File: config.mk
export PLATFORM = sky130hd
export DESIGN_NAME = priority_ready_queue_scheduler_unit_flat
export DESIGN_NICKNAME = d
export VERILOG_FILES = /design/src/rtl/prqs_pkg.sv /design/src/rtl/prqs_req_if.sv /design/src/rtl/prqs_rsp_if.sv /design/src/rtl/priority_ready_queue_scheduler_unit.sv /design/src/flat_wrapper.sv
export SDC_FILE = /design/constraint.sdc
export NUM_CORES = 1
export LEC_CHECK = 0
export BUFFER_PORTS_ARGS = -buffer_cell sky130_fd_sc_hd__buf_4
export CAP_MARGIN = 10
export CORE_MARGIN = 5
export CORE_UTILIZATION = 50
export CTS_BUF_LIST = sky130_fd_sc_hd__clkbuf_8
export DETAILED_ROUTE_END_ITERATION = 12
export GPL_ROUTABILITY_DRIVEN = 0
export PLACE_DENSITY = 0.74
export SLEW_MARGIN = 25
export SYNTH_ARGS = -nofsm -noshare
export SYNTH_HDL_FRONTEND = slang
export SYNTH_SLANG_ARGS = --single-unit
File: constraint.sdc
create_clock -name i_clk -period 6.7 [get_ports i_clk]
set_input_delay 0 -clock i_clk [delete_from_list [all_inputs] [get_ports i_clk]]
set_output_delay 0 -clock i_clk [all_outputs]
set_load 0.01 [all_outputs]
File: src/rtl/prqs_pkg.sv
// Shared widths, mode codes and helper types for the priority ready-queue scheduler.
package prqs_pkg;

    localparam int MODE_W     = 2;
    localparam int TASK_ID_W  = 5;
    localparam int PRIO_W     = 8;
    localparam int OUT_LVL_W  = 5;

    typedef enum logic [MODE_W-1:0] {
        MODE_INIT     = 2'd0,
        MODE_READY    = 2'd1,
        MODE_SLEEP    = 2'd2,
        MODE_DISPATCH = 2'd3
    } t_mode;

endpackage

File: src/rtl/prqs_req_if.sv
// Request channel interface: valid, ready and one scheduler command.
interface prqs_req_if;
    logic                            valid;
    logic                            ready;
    logic [prqs_pkg::MODE_W-1:0]     mode;
    logic [prqs_pkg::TASK_ID_W-1:0]  task_id;
    logic [prqs_pkg::PRIO_W-1:0]     task_priority;

    modport source (output valid, output mode, output task_id, output task_priority,
                    input ready);
    modport sink   (input valid, input mode, input task_id, input task_priority,
                    output ready);
endinterface

File: src/rtl/prqs_rsp_if.sv
// Response channel interface: valid, ready and one scheduler result.
interface prqs_rsp_if;
    logic                            valid;
    logic                            ready;
    logic                            dispatched;
    logic [prqs_pkg::TASK_ID_W-1:0]  chosen_task;
    logic [prqs_pkg::OUT_LVL_W-1:0]  chosen_level;

    modport source (output valid, output dispatched, output chosen_task, output chosen_level,
                    input ready);
    modport sink   (input valid, input dispatched, input chosen_task, input chosen_level,
                    output ready);
endinterface

File: src/rtl/priority_ready_queue_scheduler_unit.sv
// Top level of the bitmap priority ready-queue scheduler with its list memories and sequencer.
//
// Usage: commands arrive on i_req as valid/ready transactions carrying a mode, a task
// number and a priority. Init unlinks the task and records a clamped priority, ready
// appends the task to the tail of its level's FIFO, sleep unlinks the task, and
// dispatch pops the head of the lowest-numbered flagged level. Every command yields
// exactly one transaction on o_rsp. The block takes one command at a time: i_req.ready
// is high only while the sequencer is idle. A non-dispatch command with an out-of-range
// task number goes straight to the final step; a dispatch that finds no flagged level,
// or a flagged level with nothing queued, goes from the find step to the final step.
// Init and sleep run the reads and unlink, ready adds an append step, and a popping
// dispatch first reads the head of its level. Steps are registered reads of the link,
// level, head and tail memories, then the write-back of the unlink and append steps.
// The result sits in an output register, so a new command may be accepted while the
// previous result waits; if the receiver stalls, the sequencer holds in its final step
// until the output register frees up. A synchronous active-low reset clears the queued
// flags, level occupancy bits, ready bitmap and control state; the list memories need
// no clearing because they are only read where valid.
module priority_ready_queue_scheduler_unit #(
    parameter int LEVELS = 32,
    parameter int TASKS  = 32
) (
    input  logic          i_clk,
    input  logic          i_rst_n,
    prqs_req_if.sink      i_req,
    prqs_rsp_if.source    o_rsp
);

    localparam int LW = $clog2(LEVELS);
    localparam int TW = (TASKS > 2) ? $clog2(TASKS) : 1;

    // One-hot sequencer states.
    typedef enum logic [8:0] {
        S_IDLE   = 9'b000000001,
        S_FIND   = 9'b000000010,
        S_DHEAD  = 9'b000000100,
        S_DTASK  = 9'b000001000,
        S_RD1    = 9'b000010000,
        S_RD2    = 9'b000100000,
        S_UNLINK = 9'b001000000,
        S_APPEND = 9'b010000000,
        S_DONE   = 9'b100000000
    } t_state;

    t_state                r_state, n_state;
    prqs_pkg::t_mode       r_mode, n_mode;
    logic [TW-1:0]         r_task, n_task;
    logic [LW-1:0]         r_prio, n_prio;
    logic [LW-1:0]         r_lv, n_lv;
    logic [TW-1:0]         r_tail_eff, n_tail_eff;
    logic                  r_res_disp, n_res_disp;
    logic [TW-1:0]         r_res_task, n_res_task;
    logic [LW-1:0]         r_res_lvl, n_res_lvl;

    logic [TASKS-1:0]      r_queued, n_queued;
    logic [LEVELS-1:0]     r_nonempty, n_nonempty;
    logic [LEVELS-1:0]     r_ready, n_ready;

    logic                  r_out_valid, n_out_valid;
    logic                  r_out_disp, n_out_disp;
    logic [prqs_pkg::TASK_ID_W-1:0] r_out_task, n_out_task;
    logic [prqs_pkg::OUT_LVL_W-1:0] r_out_lvl, n_out_lvl;

    // List memories and their registered read data.
    logic [LW-1:0]         r_mem_level [TASKS];
    logic [TW-1:0]         r_mem_next  [TASKS];
    logic [TW-1:0]         r_mem_prev  [TASKS];
    logic [TW-1:0]         r_mem_head  [LEVELS];
    logic [TW-1:0]         r_mem_tail  [LEVELS];

    logic [LW-1:0]         r_lvl_rd;
    logic [TW-1:0]         r_next_rd, r_prev_rd, r_head_rd, r_tail_rd;

    logic                  lvl_we, next_we, prev_we, head_we, tail_we;
    logic [TW-1:0]         lvl_waddr, next_waddr, prev_waddr;
    logic [LW-1:0]         head_waddr, tail_waddr, hl_raddr;
    logic [LW-1:0]         lvl_wdata;
    logic [TW-1:0]         next_wdata, prev_wdata, head_wdata, tail_wdata;

    logic                  req_fire, out_free;
    logic [LEVELS-1:0]     lowest_bit;
    logic [LW-1:0]         lowest_idx;
    logic                  cur_queued, is_head, is_tail, left_empty;

    assign req_fire = i_req.valid && i_req.ready;
    assign out_free = !r_out_valid || o_rsp.ready;

    assign i_req.ready      = (r_state == S_IDLE);
    assign o_rsp.valid      = r_out_valid;
    assign o_rsp.dispatched = r_out_disp;
    assign o_rsp.chosen_task  = r_out_task;
    assign o_rsp.chosen_level = r_out_lvl;

    // Lowest flagged level: isolate the lowest set bit, then encode it.
    assign lowest_bit = r_ready & (~r_ready + LEVELS'(1));
    always_comb begin
        lowest_idx = '0;
        for (int i = 0; i < LEVELS; i++) begin
            if (lowest_bit[i]) begin
                lowest_idx = lowest_idx | LW'(i);
            end
        end
    end

    assign hl_raddr   = (r_state == S_DHEAD) ? r_lv : r_lvl_rd;
    assign cur_queued = r_queued[r_task];
    assign is_head    = (r_head_rd == r_task);
    assign is_tail    = (r_tail_rd == r_task);
    assign left_empty = !r_nonempty[r_lv] || (cur_queued && is_head && is_tail);

    always_comb begin
        n_state     = r_state;
        n_mode      = r_mode;
        n_task      = r_task;
        n_prio      = r_prio;
        n_lv        = r_lv;
        n_tail_eff  = r_tail_eff;
        n_res_disp  = r_res_disp;
        n_res_task  = r_res_task;
        n_res_lvl   = r_res_lvl;
        n_queued    = r_queued;
        n_nonempty  = r_nonempty;
        n_ready     = r_ready;
        n_out_valid = r_out_valid;
        n_out_disp  = r_out_disp;
        n_out_task  = r_out_task;
        n_out_lvl   = r_out_lvl;

        lvl_we  = 1'b0;  lvl_waddr  = r_task;      lvl_wdata  = r_prio;
        next_we = 1'b0;  next_waddr = r_prev_rd;   next_wdata = r_next_rd;
        prev_we = 1'b0;  prev_waddr = r_next_rd;   prev_wdata = r_prev_rd;
        head_we = 1'b0;  head_waddr = r_lv;        head_wdata = r_next_rd;
        tail_we = 1'b0;  tail_waddr = r_lv;        tail_wdata = r_prev_rd;

        if (r_out_valid && o_rsp.ready) begin
            n_out_valid = 1'b0;
        end

        case (r_state)
            S_IDLE: begin
                if (req_fire) begin
                    n_mode     = prqs_pkg::t_mode'(i_req.mode);
                    n_task     = TW'(i_req.task_id);
                    n_prio     = (32'(i_req.task_priority) >= LEVELS) ? LW'(LEVELS - 1)
                                                                      : LW'(i_req.task_priority);
                    n_res_disp = 1'b0;
                    n_res_task = '0;
                    n_res_lvl  = '0;
                    if (prqs_pkg::t_mode'(i_req.mode) == prqs_pkg::MODE_DISPATCH) begin
                        n_state = S_FIND;
                    end else if (32'(i_req.task_id) < TASKS) begin
                        n_state = S_RD1;
                    end else begin
                        n_state = S_DONE;
                    end
                end
            end
            S_FIND: begin
                if (r_ready == '0) begin
                    n_state = S_DONE;
                end else begin
                    n_lv      = lowest_idx;
                    n_res_lvl = lowest_idx;
                    if (!r_nonempty[lowest_idx]) begin
                        // A flagged level with nothing queued just loses its bit.
                        n_ready[lowest_idx] = 1'b0;
                        n_state = S_DONE;
                    end else begin
                        n_state = S_DHEAD;
                    end
                end
            end
            S_DHEAD: begin
                n_state = S_DTASK;
            end
            S_DTASK: begin
                n_task  = r_head_rd;
                n_state = S_RD1;
            end
            S_RD1: begin
                n_state = S_RD2;
            end
            S_RD2: begin
                n_lv    = r_lvl_rd;
                n_state = S_UNLINK;
            end
            S_UNLINK: begin
                if (cur_queued) begin
                    if (is_head) begin
                        head_we = 1'b1;
                    end else begin
                        next_we = 1'b1;
                    end
                    if (is_tail) begin
                        tail_we = 1'b1;
                    end else begin
                        prev_we = 1'b1;
                    end
                    if (is_head && is_tail) begin
                        n_nonempty[r_lv] = 1'b0;
                    end
                    n_queued[r_task] = 1'b0;
                end
                n_tail_eff = (cur_queued && is_tail) ? r_prev_rd : r_tail_rd;
                case (r_mode)
                    prqs_pkg::MODE_INIT: begin
                        lvl_we  = 1'b1;
                        n_state = S_DONE;
                    end
                    prqs_pkg::MODE_READY: begin
                        n_state = S_APPEND;
                    end
                    prqs_pkg::MODE_DISPATCH: begin
                        if (left_empty) begin
                            n_ready[r_lv] = 1'b0;
                        end
                        n_res_disp = 1'b1;
                        n_res_task = r_task;
                        n_res_lvl  = r_lv;
                        n_state    = S_DONE;
                    end
                    default: begin
                        n_state = S_DONE;
                    end
                endcase
            end
            S_APPEND: begin
                if (!r_nonempty[r_lv]) begin
                    head_we    = 1'b1;
                    head_wdata = r_task;
                end else begin
                    next_we    = 1'b1;
                    next_waddr = r_tail_eff;
                    next_wdata = r_task;
                    prev_we    = 1'b1;
                    prev_waddr = r_task;
                    prev_wdata = r_tail_eff;
                end
                tail_we    = 1'b1;
                tail_wdata = r_task;
                n_nonempty[r_lv] = 1'b1;
                n_queued[r_task] = 1'b1;
                n_ready[r_lv]    = 1'b1;
                n_state          = S_DONE;
            end
            S_DONE: begin
                // Hold here while the receiver still owns the previous result.
                if (out_free) begin
                    n_out_valid = 1'b1;
                    n_out_disp  = r_res_disp;
                    n_out_task  = prqs_pkg::TASK_ID_W'(r_res_task);
                    n_out_lvl   = prqs_pkg::OUT_LVL_W'(r_res_lvl);
                    n_state     = S_IDLE;
                end
            end
            default: begin
                n_state = S_IDLE;
            end
        endcase
    end

    // Control state with synchronous reset.
    always_ff @(posedge i_clk) begin
        if (!i_rst_n) begin
            r_state     <= S_IDLE;
            r_queued    <= '0;
            r_nonempty  <= '0;
            r_ready     <= '0;
            r_out_valid <= 1'b0;
        end else begin
            r_state     <= n_state;
            r_queued    <= n_queued;
            r_nonempty  <= n_nonempty;
            r_ready     <= n_ready;
            r_out_valid <= n_out_valid;
        end
    end

    // Payload registers.
    always_ff @(posedge i_clk) begin
        r_mode     <= n_mode;
        r_task     <= n_task;
        r_prio     <= n_prio;
        r_lv       <= n_lv;
        r_tail_eff <= n_tail_eff;
        r_res_disp <= n_res_disp;
        r_res_task <= n_res_task;
        r_res_lvl  <= n_res_lvl;
        r_out_disp <= n_out_disp;
        r_out_task <= n_out_task;
        r_out_lvl  <= n_out_lvl;
    end

    // Per-task memories: level, forward link and backward link.
    always_ff @(posedge i_clk) begin
        if (lvl_we) begin
            r_mem_level[lvl_waddr] <= lvl_wdata;
        end
        r_lvl_rd <= r_mem_level[r_task];
    end

    always_ff @(posedge i_clk) begin
        if (next_we) begin
            r_mem_next[next_waddr] <= next_wdata;
        end
        r_next_rd <= r_mem_next[r_task];
    end

    always_ff @(posedge i_clk) begin
        if (prev_we) begin
            r_mem_prev[prev_waddr] <= prev_wdata;
        end
        r_prev_rd <= r_mem_prev[r_task];
    end

    // Per-level memories: FIFO head and tail.
    always_ff @(posedge i_clk) begin
        if (head_we) begin
            r_mem_head[head_waddr] <= head_wdata;
        end
        r_head_rd <= r_mem_head[hl_raddr];
    end

    always_ff @(posedge i_clk) begin
        if (tail_we) begin
            r_mem_tail[tail_waddr] <= tail_wdata;
        end
        r_tail_rd <= r_mem_tail[hl_raddr];
    end

endmodule

File: src/flat_wrapper.sv
// flat-port wrapper written by rule: the top's interface ports become plain ports
module priority_ready_queue_scheduler_unit_flat 
#(
    parameter int LEVELS = 32,
    parameter int TASKS  = 32
)
  (i_clk, i_rst_n, i_req_valid, i_req_mode, i_req_task_id, i_req_task_priority, i_req_ready, o_rsp_valid, o_rsp_dispatched, o_rsp_chosen_task, o_rsp_chosen_level, o_rsp_ready);
  prqs_req_if i_req_i ();
  prqs_rsp_if o_rsp_i ();
  input  logic i_clk;
  input  logic i_rst_n;
  input wire logic [$bits(i_req_i.valid)-1:0] i_req_valid;
  input wire logic [$bits(i_req_i.mode)-1:0] i_req_mode;
  input wire logic [$bits(i_req_i.task_id)-1:0] i_req_task_id;
  input wire logic [$bits(i_req_i.task_priority)-1:0] i_req_task_priority;
  output wire logic [$bits(i_req_i.ready)-1:0] i_req_ready;
  output wire logic [$bits(o_rsp_i.valid)-1:0] o_rsp_valid;
  output wire logic [$bits(o_rsp_i.dispatched)-1:0] o_rsp_dispatched;
  output wire logic [$bits(o_rsp_i.chosen_task)-1:0] o_rsp_chosen_task;
  output wire logic [$bits(o_rsp_i.chosen_level)-1:0] o_rsp_chosen_level;
  input wire logic [$bits(o_rsp_i.ready)-1:0] o_rsp_ready;
  assign i_req_i.valid = i_req_valid;
  assign i_req_i.mode = i_req_mode;
  assign i_req_i.task_id = i_req_task_id;
  assign i_req_i.task_priority = i_req_task_priority;
  assign i_req_ready = i_req_i.ready;
  assign o_rsp_valid = o_rsp_i.valid;
  assign o_rsp_dispatched = o_rsp_i.dispatched;
  assign o_rsp_chosen_task = o_rsp_i.chosen_task;
  assign o_rsp_chosen_level = o_rsp_i.chosen_level;
  assign o_rsp_i.ready = o_rsp_ready;
  priority_ready_queue_scheduler_unit #(.LEVELS(LEVELS), .TASKS(TASKS)) u_core (.i_clk(i_clk), .i_rst_n(i_rst_n), .i_req(i_req_i), .o_rsp(o_rsp_i));
endmodule
* Word-level counts from Yosys, hierarchy flattened
Memory sizes are Yosys's and may differ from the RTL's. A register that Yosys moved wholly into a read port is not among the register bits.
Cells that the tools add are included.
** Storage, ports and cells
- Input port bits :: 19
- Memory bits (writable) :: 800
- Word-level logic and storage cells :: 262
- Memories kept :: 5
- Flip-flop bits (word level) :: 150
** Memory list
- u_core.r_mem_head :: depth 32, bits a word 5, read ports 1, clocked after memory_dff 1, wr ports 1, RTL line priority_ready_queue_scheduler_unit.sv:68 : logic [TW-1:0] r_mem_head [LEVELS];
- u_core.r_mem_level :: depth 32, bits a word 5, read ports 1, clocked after memory_dff 1, wr ports 1, RTL line priority_ready_queue_scheduler_unit.sv:65 : logic [LW-1:0] r_mem_level [TASKS];
- u_core.r_mem_next :: depth 32, bits a word 5, read ports 1, clocked after memory_dff 1, wr ports 1, RTL line priority_ready_queue_scheduler_unit.sv:66 : logic [TW-1:0] r_mem_next [TASKS];
- u_core.r_mem_prev :: depth 32, bits a word 5, read ports 1, clocked after memory_dff 1, wr ports 1, RTL line priority_ready_queue_scheduler_unit.sv:67 : logic [TW-1:0] r_mem_prev [TASKS];
- u_core.r_mem_tail :: depth 32, bits a word 5, read ports 1, clocked after memory_dff 1, wr ports 1, RTL line priority_ready_queue_scheduler_unit.sv:69 : logic [TW-1:0] r_mem_tail [LEVELS];
** Cells by class
- Eq/ne operators :: 22
- Bitwise logic cells :: 12
- Magnitude comparators :: 7
- Multiplexer cells :: 168
- Reduce and logical (&&, ||, !) cells :: 31
- Add/sub/neg operators :: 1
** Operator list (number)
- $mux 32 :: 17
- $mux 5 :: 45
- $and 32x32->32 :: 5
- $mux 9 :: 17
- $not 32->32 :: 4
- $pmux 32 s2 :: 2
- $or 32x32->32 :: 3
- $pmux 32 s3 :: 1
- $pmux 9 s9 :: 1
- $mux 1 :: 54
- $add 32x1->32 const B :: 1
- $logic_not 32->1 :: 1
- $mux 4 :: 8
- $pmux 5 s2 :: 3
- $lt 5x6->1 const B :: 3
- $bmux 1 s5 :: 3
- $demux 1 s5 :: 3
- $ge 5x1->1 const B :: 3
- $pmux 5 s3 :: 1
- $mux 3 :: 4
- $reduce_and 2->1 :: 6
- $eq 5x5->1 :: 2
- $ne 2x1->1 const B :: 5
- $pmux 1 s2 :: 5
- 23 further kinds :: 44

* Logic depth before layout (Yosys ltp)
- Depth in word-level cells :: 46
- Gate-level depth with buffers :: 15
- Gate-level depth less buffers :: 12

* Worst setup path after synthesis
Ideal clock, no wire load.
- Path type :: register to register
- From :: register u_core.r_lv[0], in the netlist u_core.head_waddr[0]
- To :: memory u_core.r_mem_next[29][0] (netlist bit), enable pin
- Period minus slack after synthesis :: 3.914 ns
- Data required time :: 6.360 ns
- Setup slack :: 2.786 ns
- Setup time :: 0.340 ns
- Arrival :: 3.574 ns
- Stages on the path, launching flop included :: 12
- Cell sequence :: edfxtp_1 > clkbuf_1 > clkbuf_1 > mux4_2 > a22oi_1 > nand4_1 > nand2_1 > clkbuf_1 > mux2i_1 > inv_1 > nand3_1 > nor2_1
** On the way
- Elaborated cells between the ends (all ways) :: 10
** RTL lines
- from (decl) :: RTL line priority_ready_queue_scheduler_unit.sv:49 : logic [LW-1:0] r_lv, n_lv;
- from (signal assigned) :: RTL line priority_ready_queue_scheduler_unit.sv:284 : r_lv <= n_lv;
- $bmux 1 s5 :: RTL line priority_ready_queue_scheduler_unit.sv:228 : if (!r_nonempty[r_lv]) begin
- $mux 1 (implied by the code) :: RTL line priority_ready_queue_scheduler_unit.sv:228
- $mux 5 :: RTL line priority_ready_queue_scheduler_unit.sv:228
- $mux 5 (2 in a row) :: RTL line priority_ready_queue_scheduler_unit.sv:139 : case (r_state)
- named net u_core.next_waddr[3] :: RTL line priority_ready_queue_scheduler_unit.sv:75 : logic [TW-1:0] lvl_waddr, next_waddr, prev_waddr;
- to (decl) :: RTL line priority_ready_queue_scheduler_unit.sv:66
The timed path passes the listed nets, and every way through them passes these cells. The select of a mux whose other input is x is not followed.

* Worst setup path after layout
- From :: register u_core.r_task[2], in the netlist u_core.lvl_waddr[2]
- To :: memory u_core.r_mem_prev[2][0] (netlist bit), enable pin
** On the way
- Longest elaborated chain between the ends :: 9
- Elaborated cells between the ends (all ways) :: 14
** Ends and longest elaborated chain
- from (decl) :: RTL line priority_ready_queue_scheduler_unit.sv:47 : logic [TW-1:0] r_task, n_task;
- from (signal assigned) :: RTL line priority_ready_queue_scheduler_unit.sv:282 : r_task <= n_task;
- parallel branches: the longest is 9 deep, another holds $bmux 1 s5
- to (decl) :: RTL line priority_ready_queue_scheduler_unit.sv:67
Parallel ways; which one is timed is not known. The select of a mux whose other input is x is not followed.

==> results.json <==
{
  "fin_area_um2": 44900,
  "p_seq_frac": 0.504,
  "period_share": 0.702,
  "drc": 0,
  "hold_class": "input port to flip-flop",
  "cts_root_buf": "clkbuf_8",
  "ir_worst_vdd_uv": 211,
  "sw_frac_of_total": 0.286,
  "holdCritStartpoint": "i_req_task_priority[6]",
  "final_layout_size_suffix_gt1_frac": 0.163,
  "cap_violations": 0,
  "powerDensity_nw_per_um2": 320,
  "slew_headroom": 0.302,
  "path_buf_inv": 1,
  "fin_skew_ps": 51.4,
  "cp_data_arrival_time_ps": 5150,
  "worstSetupStartpointType": "flip-flop",
  "hold_path_end": "u_core.lvl_wdata[2]$_SDFFCE_PP1P_",
  "ys.flop_type": "edfxtp_1",
  "whs_ps": 90.9,
  "rsz0062_at_grt": "no",
  "r2r-start": "u_core.lvl_waddr[2]$_DFFE_PP_",
  "portBuffers": 31,
  "vias_per_cell": 6.37,
  "p_comb_frac": 0.163,
  "clock_insertion_delay_worst_skew_ps": 810,
  "final-max-slew-violation-count": 0,
  "grt_pass1_wl_mm": 153,
  "worst_r2r_endpoint": "u_core.r_mem_prev[2][0]$_DFFE_PP_",
  "critPathMostFrequentCell": "nand2_1",
  "final_nets": 2923,
  "cts.sinks": 975,
  "hpwlAfterDp_mm": 62.6,
  "max_stage_delay_ps": 910,
  "yosysSeqAreaShare": 0.691,
  "post-route-min-period_ps": 4700,
  "area_growth_pct": 11.0,
  "hold_viol_final": 0,
  "cts_tree": "built",
  "synthArstFlopShare": 0,
  "setup_tns_ps": 0,
  "clk_pin_slew_ps": 70,
  "syn_inst": 2842,
  "intPower_mw": 10.3,
  "synth_warnings": 0,
  "dieArea_um2": 86700,
  "place_area_um2": 41600,
  "pre_cts_ws_ps": 2000,
  "grt_max_degree": 161,
  "fmax_ghz": 0.213,
  "crit_family": "simple AND/OR/NAND/NOR gates",
  "critPathSlowestCell": "edfxtp_1",
  "worst-setup-path-type": "flip-flop to flip-flop",
  "ys_seq_elements": 975,
  "wl_per_cell_um": 24.7,
  "initial_core_util": 0.503,
  "cp_max_fo": 33,
  "status": "complete, no violations",
  "power_switching_mw": 4.10,
  "synth-edff-count": 844,
  "fp.dieW_um": 294,
  "leakage_nw": 14.3,
  "ant_nets": 0,
  "reg2reg_slack_ps": 2000,
  "cts_buffer_depth": 3,
  "chipHeight_um": 294,
  "syn_avg_cell_area_um2": 14.2,
  "end_kind": "flip-flop",
  "vias": 26000,
  "totalWireLength_mm": 101,
  "core-area_um2": 80400,
  "dr.pass1.iters": 8,
  "holdPathStages": 4,
  "syn_area_um2": 40500,
  "grt_pass1_vias": 25600,
  "setup_viol": 0,
  "num_io_pins": 32,
  "postCtsSetupBuffers": 0,
  "worstRegToRegCells": 9,
  "worst_slew_pin_slew_ps": 1030,
  "rows": 104,
  "clockPowerShare": 0.333,
  "drtIter0Drc": 3732,
  "cts_htree_levels": 4,
  "worstPathCellList": "nor3b_2 -> buf_4 -> a22oi_1 -> nand4_1 -> nand2_1 -> a31o_2 -> o21ai_0 -> nand2_1 -> nor2_1",
  "synth_nets": 2861,
  "cts_made_buffers": 151,
  "grt.overflow.total": 0,
  "grt_use_total": 0.229,
  "synth_cell_type_count": 85,
  "antenna_found_initial": 3,
  "setup_ws_ps": 2000,
  "crit_required_ps": 7140
}
-- synth_stat cells (5+ instances only) --
master    number  share of area
clkbuf_1     167          0.015
buf_1         19         0.0018
nor3b_1        7         0.0013
nand2b_1       9         0.0014
a22oi_1       68          0.013
nor2_1       247          0.023
o22ai_1       30         0.0046
nand2_1      289          0.027
nor2b_1        7         0.0011
nand4_1       27         0.0042
nor3_1        19         0.0024
a311oi_1      40         0.0087
and3_1         5        0.00077
or4_1          7         0.0013
a31oi_1       63         0.0097
a21oi_1      121          0.015
mux2i_1       16         0.0040
and2_1        81          0.013
mux2_2        22         0.0061
inv_1         20         0.0019
nand4b_1       5         0.0011
nand3_1      103          0.013
clkbuf_8       8         0.0027
nor4_1         9         0.0014
a211oi_1     115          0.021
edfxtp_1     844           0.63
dfxtp_1      131          0.065
mux4_2       136          0.076
and2_0        10         0.0015
o21ai_0      100          0.012
xnor2_1        5         0.0011
xor2_1         6         0.0013
a21o_1        14         0.0026
-- layout make-up --
cell class,instances,area (µm²)
antenna,1,2.50
clock buffer,165,2270
clock inverter,106,646
fill,6237,35500
inverter,22,82.6
multi-input combinational,1643,11600
sequential,975,28000
tap,1060,1330
timing repair buffer,111,983
-- timing repair --
item	in CTS	in global routing
resized for setup	0	0
hold buffers	30	0
hold endpoints to repair	84	0
-- cells by family after synthesis --
logic type | share of synthesized area
xor gates and xnor gates | 0.00238
muxes | 0.0858
and+or+nand+nor | 0.0986
DFF | 0.691
buffers and inverters | 0.0239
AOI/OAI and AO/OA | 0.0981
-- state kept, by name, indices dropped and copies added (netlist names), 9 cells and up, named ones only --
name and flops:
u_core.r_ready 32, u_core.r_mem_prev 160, u_core.r_state 9, u_core.r_mem_next 160, u_core.r_mem_tail 160, u_core.r_mem_head 160, u_core.r_mem_level 160
-- power groups by stage --
stage | clock (mW) | sequential, mW | combinational (mW)
4_1_cts | 4.85 | 7.24 | 2.32
3_5_place_dp | 0 | 7.36 | 2.30
2_1_floorplan | 0 | 7.26 | 1.53
6_report | 4.79 | 7.24 | 2.35
5_1_grt | 5.16 | 7.24 | 2.53
3_3_place_gp | 0 | 7.36 | 2.24
-- layout by cell type, fill, tap and decap left out, types with 30 or more instances in the layout --
cell | netlist | routed
inv_1 | 20 | 70
a21oi_1 | 121 | 120
a311oi_1 | 40 | 40
a31oi_1 | 63 | 62
dfxtp_1 | 131 | 131
a22oi_1 | 68 | 68
buf_4 | 0 | 73
nand3_1 | 103 | 103
a211oi_1 | 115 | 115
nand2_1 | 289 | 287
o22ai_1 | 30 | 30
and2_1 | 81 | 81
mux4_2 | 136 | 136
o21ai_0 | 100 | 100
dlygate4sd3_1 | 0 | 30
edfxtp_1 | 844 | 844
nor2_1 | 247 | 243
clkbuf_8 | 8 | 165
-- through the flow --
step | util | cells | power, mW
finish | 0.559 | 4083 | 14.4
floorplan | - | 2842 | 8.79
detailed placement | 0.517 | 3776 | 9.67
global placement | 0.517 | 3776 | 9.61
CTS | 0.557 | 4077 | 14.4
global route | 0.559 | 4083 | 14.9
-- metal layers --
metal,global-route usage,vias to the layer above,wire length (µm)
li1,-,11200,-
met1,0.307,12700,38100
met3,0.0538,354,10400
met5,0,-,27
met2,0.359,1702,47500
met4,0.108,4,4780
-- worst reg2reg max path: stages (launching register included) --
cell and delay [ps]:
edfxtp_1 910, nor3b_2 330, buf_4 400, a22oi_1 160, nand4_1 250, nand2_1 660, a31o_2 530, o21ai_0 240
nand2_1 370, nor2_1 500
-- how the worst max path moves through the flow --
stage | from | to | slack [ps] | depth (start not counted)
final | u_core.lvl_waddr[2]$_DFFE_PP_ | u_core.r_mem_prev[2][0]$_DFFE_PP_ | 2000 | 9
after floorplan | u_core.head_waddr[0]$_DFFE_PP_ | u_core.r_mem_next[29][0]$_DFFE_PP_ | 2790 | 11
after global routing | u_core.r_state[1]$_SDFFE_PN0P_ | u_core.r_mem_prev[13][0]$_DFFE_PP_ | 1630 | 9
after global placement | u_core.head_waddr[0]$_DFFE_PP_ | u_core.r_mem_prev[5][1]$_DFFE_PP_ | 1950 | 8
after detailed placement | u_core.r_state[8]$_SDFFE_PN0P_ | u_core.r_mem_prev[13][1]$_DFFE_PP_ | 2000 | 9
after CTS | u_core.r_state[1]$_SDFFE_PN0P_ | u_core.r_mem_prev[13][0]$_DFFE_PP_ | 1990 | 9
Power figures use the tool's default switching activity.
